`src/rtl/iepf_pkg.sv`:
```
// Shared types and constants for the ICMP echo parity packet filter.
`timescale 1ns / 1ps
package iepf_pkg;

  typedef logic [6:0] count_t;
  typedef logic [3:0] ihl_t;
  typedef logic [1:0] cause_t;

  localparam cause_t CAUSE_NONE      = 2'd0;
  localparam cause_t CAUSE_SHORT_ETH = 2'd1;
  localparam cause_t CAUSE_BAD_IPV4  = 2'd2;
  localparam cause_t CAUSE_EVEN_ECHO = 2'd3;

  localparam count_t ETH_HDR_LEN   = 7'd14;
  localparam count_t ETYPE_HI_POS  = 7'd12;
  localparam count_t ETYPE_LO_POS  = 7'd13;
  localparam count_t IHL_POS       = 7'd14;
  localparam count_t PROTO_POS     = 7'd23;
  localparam count_t IP_MIN_END    = 7'd34;
  localparam count_t ICMP_HDR_LEN  = 7'd8;
  localparam count_t ICMP_SEQ_OFS  = 7'd7;
  localparam count_t COUNT_MAX     = 7'd127;
  localparam ihl_t   IP_MIN_IHL    = 4'd5;

  localparam logic [7:0] ETYPE_HI_IPV4 = 8'h08;
  localparam logic [7:0] ETYPE_LO_IPV4 = 8'h00;
  localparam logic [7:0] PROTO_ICMP    = 8'h01;
  localparam logic [7:0] ECHO_REQUEST  = 8'h08;

endpackage

```
`src/rtl/iepf_in_if.sv`:
```
// Byte stream channel carrying frame bytes into the filter.
`timescale 1ns / 1ps
interface iepf_in_if;
  logic       valid;
  logic       ready;
  logic [7:0] packet_byte;
  logic       last_byte;

  modport source (output valid, output packet_byte, output last_byte, input ready);
  modport sink (input valid, input packet_byte, input last_byte, output ready);
endinterface

```
`src/rtl/iepf_out_if.sv`:
```
// Verdict channel carrying one pass/drop request per frame.
`timescale 1ns / 1ps
interface iepf_out_if;
  import iepf_pkg::*;

  logic   valid;
  logic   ready;
  logic   drop;
  cause_t drop_cause;

  modport source (output valid, output drop, output drop_cause, input ready);
  modport sink (input valid, input drop, input drop_cause, output ready);
endinterface

```
`src/rtl/icmp_echo_parity_packet_filter_top.sv`:
```
// Top level: streaming Ethernet/IPv4/ICMP echo parity filter.
// The verdict is registered on the last byte, into the skid entry if the output is held.
// Throughput: one byte per cycle; a two-entry output buffer keeps bytes flowing while
// a verdict waits to be taken, and input stalls only when both entries are full.
// Reset (synchronous, rst_n low): frame state cleared, output buffer emptied.
`timescale 1ns / 1ps
module icmp_echo_parity_packet_filter_top (
  input logic        clk,
  input logic        rst_n,
  iepf_in_if.sink    in_s,
  iepf_out_if.source out_m
);
  import iepf_pkg::*;

  // frame state
  count_t byte_count_r, byte_count_nxt;
  logic   eth_hi_ok_r, eth_hi_ok_nxt;
  logic   is_ipv4_r, is_ipv4_nxt;
  ihl_t   hdr_words_r, hdr_words_nxt;
  logic   is_icmp_r, is_icmp_nxt;
  logic   is_echo_r, is_echo_nxt;
  logic   seq_odd_r, seq_odd_nxt;

  // output buffer
  logic   out_valid_r, skid_valid_r;
  logic   out_drop_r, skid_drop_r;
  cause_t out_cause_r, skid_cause_r;

  logic   in_fire, push, pop;
  count_t pos, base, ip_end_nxt;
  logic   res_drop;
  cause_t res_cause;

  assign in_s.ready       = !skid_valid_r;
  assign in_fire          = in_s.valid && in_s.ready;
  assign push             = in_fire && in_s.last_byte;
  assign pop              = out_valid_r && out_m.ready;
  assign out_m.valid      = out_valid_r;
  assign out_m.drop       = out_drop_r;
  assign out_m.drop_cause = out_cause_r;

  assign pos  = byte_count_r;
  assign base = ETH_HDR_LEN + {1'b0, hdr_words_r, 2'b00};

  always_comb begin
    eth_hi_ok_nxt = eth_hi_ok_r;
    is_ipv4_nxt   = is_ipv4_r;
    hdr_words_nxt = hdr_words_r;
    is_icmp_nxt   = is_icmp_r;
    is_echo_nxt   = is_echo_r;
    seq_odd_nxt   = seq_odd_r;

    if (pos == ETYPE_HI_POS) begin
      eth_hi_ok_nxt = (in_s.packet_byte == ETYPE_HI_IPV4);
    end else if (pos == ETYPE_LO_POS) begin
      is_ipv4_nxt = eth_hi_ok_r && (in_s.packet_byte == ETYPE_LO_IPV4);
    end else if (pos == IHL_POS) begin
      hdr_words_nxt = in_s.packet_byte[3:0];
    end else if (pos == PROTO_POS) begin
      is_icmp_nxt = (in_s.packet_byte == PROTO_ICMP);
    end

    // ICMP bytes use the header length captured on an earlier byte
    if (pos > IHL_POS && hdr_words_r >= IP_MIN_IHL) begin
      if (pos == base) begin
        is_echo_nxt = (in_s.packet_byte == ECHO_REQUEST);
      end else if (pos == base + ICMP_SEQ_OFS) begin
        seq_odd_nxt = in_s.packet_byte[0];
      end
    end

    byte_count_nxt = (pos == COUNT_MAX) ? COUNT_MAX : pos + 7'd1;
  end

  // verdict from the state including the current byte
  assign ip_end_nxt = ETH_HDR_LEN + {1'b0, hdr_words_nxt, 2'b00};

  always_comb begin
    res_drop  = 1'b0;
    res_cause = CAUSE_NONE;
    if (byte_count_nxt < ETH_HDR_LEN) begin
      res_drop  = 1'b1;
      res_cause = CAUSE_SHORT_ETH;
    end else if (is_ipv4_nxt) begin
      if (byte_count_nxt < IP_MIN_END || hdr_words_nxt < IP_MIN_IHL ||
          ip_end_nxt > byte_count_nxt) begin
        res_drop  = 1'b1;
        res_cause = CAUSE_BAD_IPV4;
      end else if (is_icmp_nxt && (ip_end_nxt + ICMP_HDR_LEN <= byte_count_nxt) &&
                   is_echo_nxt && !seq_odd_nxt) begin
        res_drop  = 1'b1;
        res_cause = CAUSE_EVEN_ECHO;
      end
    end
  end

  always_ff @(posedge clk) begin
    if (!rst_n) begin
      byte_count_r <= '0;
      eth_hi_ok_r  <= 1'b0;
      is_ipv4_r    <= 1'b0;
      hdr_words_r  <= '0;
      is_icmp_r    <= 1'b0;
      is_echo_r    <= 1'b0;
      seq_odd_r    <= 1'b0;
    end else if (in_fire) begin
      if (in_s.last_byte) begin
        // drop all frame state after the verdict
        byte_count_r <= '0;
        eth_hi_ok_r  <= 1'b0;
        is_ipv4_r    <= 1'b0;
        hdr_words_r  <= '0;
        is_icmp_r    <= 1'b0;
        is_echo_r    <= 1'b0;
        seq_odd_r    <= 1'b0;
      end else begin
        byte_count_r <= byte_count_nxt;
        eth_hi_ok_r  <= eth_hi_ok_nxt;
        is_ipv4_r    <= is_ipv4_nxt;
        hdr_words_r  <= hdr_words_nxt;
        is_icmp_r    <= is_icmp_nxt;
        is_echo_r    <= is_echo_nxt;
        seq_odd_r    <= seq_odd_nxt;
      end
    end
  end

  always_ff @(posedge clk) begin
    if (!rst_n) begin
      out_valid_r  <= 1'b0;
      skid_valid_r <= 1'b0;
    end else if (skid_valid_r) begin
      if (pop) begin
        out_valid_r  <= 1'b1;
        skid_valid_r <= 1'b0;
      end
    end else if (push) begin
      if (!out_valid_r || pop) begin
        out_valid_r <= 1'b1;
      end else begin
        skid_valid_r <= 1'b1;
      end
    end else if (pop) begin
      out_valid_r <= 1'b0;
    end
  end

  always_ff @(posedge clk) begin
    if (skid_valid_r) begin
      if (pop) begin
        out_drop_r  <= skid_drop_r;
        out_cause_r <= skid_cause_r;
      end
    end else if (push) begin
      if (!out_valid_r || pop) begin
        out_drop_r  <= res_drop;
        out_cause_r <= res_cause;
      end else begin
        // hold the new request until the output register frees
        skid_drop_r  <= res_drop;
        skid_cause_r <= res_cause;
      end
    end
  end

  a_skid_needs_out: assert property (@(posedge clk) disable iff (!rst_n)
    skid_valid_r |-> out_valid_r)
    else $error("skid entry held while output register empty");

  a_cause_matches_drop: assert property (@(posedge clk) disable iff (!rst_n)
    out_valid_r |-> (out_drop_r == (out_cause_r != CAUSE_NONE)))
    else $error("drop flag disagrees with drop cause");

  a_clear_after_last: assert property (@(posedge clk) disable iff (!rst_n)
    push |=> (byte_count_r == '0 && !is_ipv4_r && !is_echo_r))
    else $error("frame state not cleared after last byte");

  a_push_lands: assert property (@(posedge clk) disable iff (!rst_n)
    push |=> out_valid_r)
    else $error("verdict lost after last byte");

endmodule
```
`src/flat_wrapper.sv`:
```
// flat-port wrapper written by rule: the top's interface ports become plain ports
module icmp_echo_parity_packet_filter_top_flat import iepf_pkg::*;
  (clk, rst_n, in_s_valid, in_s_packet_byte, in_s_last_byte, in_s_ready, out_m_valid, out_m_drop, out_m_drop_cause, out_m_ready);
  iepf_in_if in_s_i ();
  iepf_out_if out_m_i ();
  input logic clk;
  input logic rst_n;
  input wire logic [$bits(in_s_i.valid)-1:0] in_s_valid;
  input wire logic [$bits(in_s_i.packet_byte)-1:0] in_s_packet_byte;
  input wire logic [$bits(in_s_i.last_byte)-1:0] in_s_last_byte;
  output wire logic [$bits(in_s_i.ready)-1:0] in_s_ready;
  output wire logic [$bits(out_m_i.valid)-1:0] out_m_valid;
  output wire logic [$bits(out_m_i.drop)-1:0] out_m_drop;
  output wire logic [$bits(out_m_i.drop_cause)-1:0] out_m_drop_cause;
  input wire logic [$bits(out_m_i.ready)-1:0] out_m_ready;
  assign in_s_i.valid = in_s_valid;
  assign in_s_i.packet_byte = in_s_packet_byte;
  assign in_s_i.last_byte = in_s_last_byte;
  assign in_s_ready = in_s_i.ready;
  assign out_m_valid = out_m_i.valid;
  assign out_m_drop = out_m_i.drop;
  assign out_m_drop_cause = out_m_i.drop_cause;
  assign out_m_i.ready = out_m_ready;
  icmp_echo_parity_packet_filter_top u_core (.clk(clk), .rst_n(rst_n), .in_s(in_s_i), .out_m(out_m_i));
endmodule
```
`config.mk`:
```
export PLATFORM = sky130hd
export DESIGN_NAME = icmp_echo_parity_packet_filter_top_flat
export DESIGN_NICKNAME = d
export VERILOG_FILES = /design/src/rtl/iepf_pkg.sv /design/src/rtl/iepf_in_if.sv /design/src/rtl/iepf_out_if.sv /design/src/rtl/icmp_echo_parity_packet_filter_top.sv /design/src/flat_wrapper.sv
export SDC_FILE = /design/constraint.sdc
export NUM_CORES = 1
export LEC_CHECK = 0
export BUFFER_PORTS_ARGS = -buffer_cell sky130_fd_sc_hd__clkbuf_2
export CAP_MARGIN = 20
export CORE_MARGIN = 3
export CORE_UTILIZATION = 24
export CTS_CLUSTER_SIZE = 25
export DETAILED_ROUTE_END_ITERATION = 10
export PLACE_DENSITY_LB_ADDON = 0.08
export SYNTH_ARGS = -nofsm -noshare
export SYNTH_HDL_FRONTEND = slang
export SYNTH_SLANG_ARGS = --single-unit
```
`constraint.sdc`:
```
create_clock -name clk -period 11.25 [get_ports clk]
set_input_delay 0.5625 -clock clk [delete_from_list [all_inputs] [get_ports clk]]
set_output_delay 0.5625 -clock clk [all_outputs]
set_load 0.02 [all_outputs]
```
==> flow_metrics.py <==
metrics = {
    "global_routing": {
        "grt_pass1_vias": 1825,
        "grt_use_total_pct": 12.9,
        "grt-ovfl-total": 0,
        "grt_max_degree": 19,
        "grt_pass1_wl_um": 10200,
        "antenna_found_initial": 0,
    },
    "route": {
        "wirelength_um": 6180,
        "wl_per_cell_um": 16.7,
        "final_antenna_net_count": 0,
        "via_per_inst": 5.06,
        "num_vias": 1873,
        "drc": 0,
        "dr.pass1.iters": 6,
        "drtIter0Drc": 109,
    },
    "critical_path": {
        "criticalPathCategory": "reg -> reg",
        "crit_fanout": 10,
        "r2r_cells": 17,
        "timing.rr.end": "u_core.out_m.drop",
        "reg2reg_slack_ns": 6.55,
        "startpoint_type": "register",
        "crit_path_end_kind": "register",
        "worstPathRequired_ns": 11.27,
        "r2r_start": "u_core.byte_count_r[0]",
        "worstPathArrival_ns": 4.72,
    },
    "layout": {
        "fin_nets": 297,
        "final_common_cell": "nand2_1",
        "n_antenna_cell": 0,
        "final_cell_mix": "23 x nand2_1, 18 x ha_1, 18 x dfxtp_1",
        "drive_above_1_share_pct": 11.3,
        "syn_to_final_growth_pct": 11.3,
    },
    "timing": {
        "clock_skew_ns": 0.00274,
        "hold_violations": 0,
        "fin_crit_sh_pct": 41.8,
        "tightest_slew_ns": 0.791,
        "slew-limit-headroom_pct": 47.1,
        "grt_setup_unrepaired": "no",
        "setup_violations": 0,
        "drv_slew": 0,
        "fin_setup_tns_ns": 0,
        "timing.final.crit_period_ns": 4.70,
        "max_freq_ghz": 0.213,
        "setup_slack_ns": 6.55,
    },
    "clock_network": {
        "cts_buffers": 3,
        "root_buffer": "clkbuf_8",
        "cts_buffer_depth": 2,
        "clock-sinks": 24,
        "insertion_delay_ns": 0.27,
        "cts_hold_buf": 0,
        "cts_resized": 0,
        "post-cts-setup-buffer-count": 0,
        "cts.reportedPaths.clkPinSlew_ns": 0.10,
        "cts_max_level": 1,
        "cts_tree": "yes",
    },
    "die": {
        "core_area_um2": 8340,
        "die_area_um2": 9910,
        "rows": 33,
        "start_util_pct": 25.2,
        "die_y_um": 99.6,
        "fp.dieW_um": 99.6,
        "io_pins": 18,
    },
    "placement": {
        "io_buffers": 17,
        "gp_congestion": 0.806,
        "dpl.hpwl_um": 4750,
        "dp_slack_ns": 6.61,
    },
    "yosys": {
        "async_reset_ff_share_pct": 0,
        "synthFlopType": "dfxtp_1",
        "ys_warn_count": 0,
        "synth_top_cell_area_share_pct": 17.2,
        "ys_ff_latch": 24,
        "syn_nets": 288,
        "ys_types": 51,
        "postSynthAreaPerCell_um2": 8.17,
        "synth_edf_count": 6,
        "netlist_top_cells_area": "dfxtp_1 17%, ha_1 11%, edfxtp_1 8.6%, xnor2_1 4.2%, nand2_1 4.1%",
        "yosysTopAreaCell": "dfxtp_1",
        "synth_cells": 257,
        "syn_area_um2": 2100,
        "synth-seq-area-share_pct": 25.7,
    },
    "power_and_ir_drop": {
        "ir_drop_mv": 0.0468,
        "p_leak_nw": 0.823,
        "power_density_nw_per_um2": 79.3,
    },
    "outcome": {
        "status": "finished clean",
    },
    "hold_path": {
        "holdCritStartpoint": "u_core.seq_odd_r",
        "hold_path_depth": 2,
        "worstHoldEndpoint": "u_core.seq_odd_r",
        "hold_path.class": "reg -> reg",
    },
    "job": {
        "cap_viol_max_count": 0,
    },
}
metrics by stage:
step / power [mW] / std cells / cell area [um^2] / hold WS [ns] / util (%)
4_1_cts: 0.190 / 370 / 2340 / 0.486 / 28.0
3_3_place_gp: 0.108 / 366 / 2270 / 0.459 / 27.2
6_report: 0.185 / 370 / 2340 / 0.480 / 28.0
2_1_floorplan: 0.100 / 257 / 2100 / 0.441 / -
3_5_place_dp: 0.108 / 366 / 2270 / 0.471 / 27.2
5_1_grt: 0.193 / 370 / 2340 / 0.508 / 28.0
cell families after synthesis:
family,Yosys count,synth area share [%]
simple gates,99,26.9
xor+xnor,16,7.33
buf+inv,30,5.42
fa+ha+maj,18,10.7
flops,24,25.7
mux,9,4.35
compound gates,61,19.6
power breakdown:
part | leakage, nW | internal [mW] | switching (mW)
Clock | 0.0357 | 0.0476 | 0.0320
Sequential | 0.188 | 0.0889 | 0.00108
Combinational | 0.599 | 0.00506 | 0.0108
worst max-delay path by stage:
| stage | startpoint | to | slack (ns) | depth (start not counted) |
|---|---|---|---|---|
| final | u_core.byte_count_r[0] | u_core.out_m.drop | 6.55 | 17 |
| after global routing | u_core.byte_count_r[0] | u_core.out_m.drop_cause[1] | 6.17 | 16 |
| after CTS | u_core.byte_count_r[0] | u_core.out_m.drop | 6.57 | 17 |
| after detailed placement | u_core.byte_count_r[0] | u_core.out_m.drop | 6.61 | 17 |
| after global placement | u_core.byte_count_r[0] | u_core.out_m.drop | 6.60 | 17 |
| after floorplan | u_core.byte_count_r[0] | u_core.out_m.drop_cause[1] | 7.34 | 16 |
critical path: stages (launching register included):
cell and delay [ns]:
dfxtp_1 0.52, inv_1 0.13, ha_1 0.26, or3_4 0.41, nor3_4 0.39, mux2i_1 0.47
ha_1 0.25, inv_1 0.08, xnor2_1 0.28, ha_1 0.22, xor2_1 0.08, ha_1 0.31
nand4_1 0.13, a21oi_1 0.14, o22a_1 0.21, a211oi_1 0.08, a2bb2oi_1 0.38, a2bb2oi_1 0.12
cells in the mapped netlist, types with 3 or more instances:
master    instances
a21boi_0          4
dfxtp_1          18
o31ai_1           3
nand4_1           7
nor2_1           13
nand2b_1          6
ha_1             18
nand2_1          23
edfxtp_1          6
o21a_1            5
clkbuf_1         10
o21ai_0           9
inv_1            17
nand3b_1          5
a21oi_1          17
mux2i_1           8
nor3_1            5
nand3_1           9
xnor2_1          10
a211oi_1          3
nor2b_1          11
and2_1            4
xor2_1            5
a22oi_1           4
flip-flops by register name, summed over array words and instances, names as in the netlist, 2 cells and up:
register / flops
u_core.hdr_words_r: 4
u_core.skid_cause_r: 2
u_core.out_m.drop_cause: 2
u_core.byte_count_r: 7
final cells by class:
cell class / count / area [um^2]
clock inverters: 1 / 30.0
well taps: 105 / 131
multi-input cells: 203 / 1450
clock buffers: 3 / 41.3
inverters: 17 / 63.8
fillers: 938 / 6000
flip-flops and latches: 24 / 541
repair buffers: 17 / 85.1
routing by layer:
layer,part of all wire [%],wire length (um),GRT usage [%],vias to the layer above
met5,0,0,0,-
met2,44,2720,20.5,33
li1,-,-,-,948
met4,1.6,98,2.63,0
met1,51,3130,18.5,886
met3,3.7,226,1.96,6
Note: power is estimated with default switching activity, not from simulation.
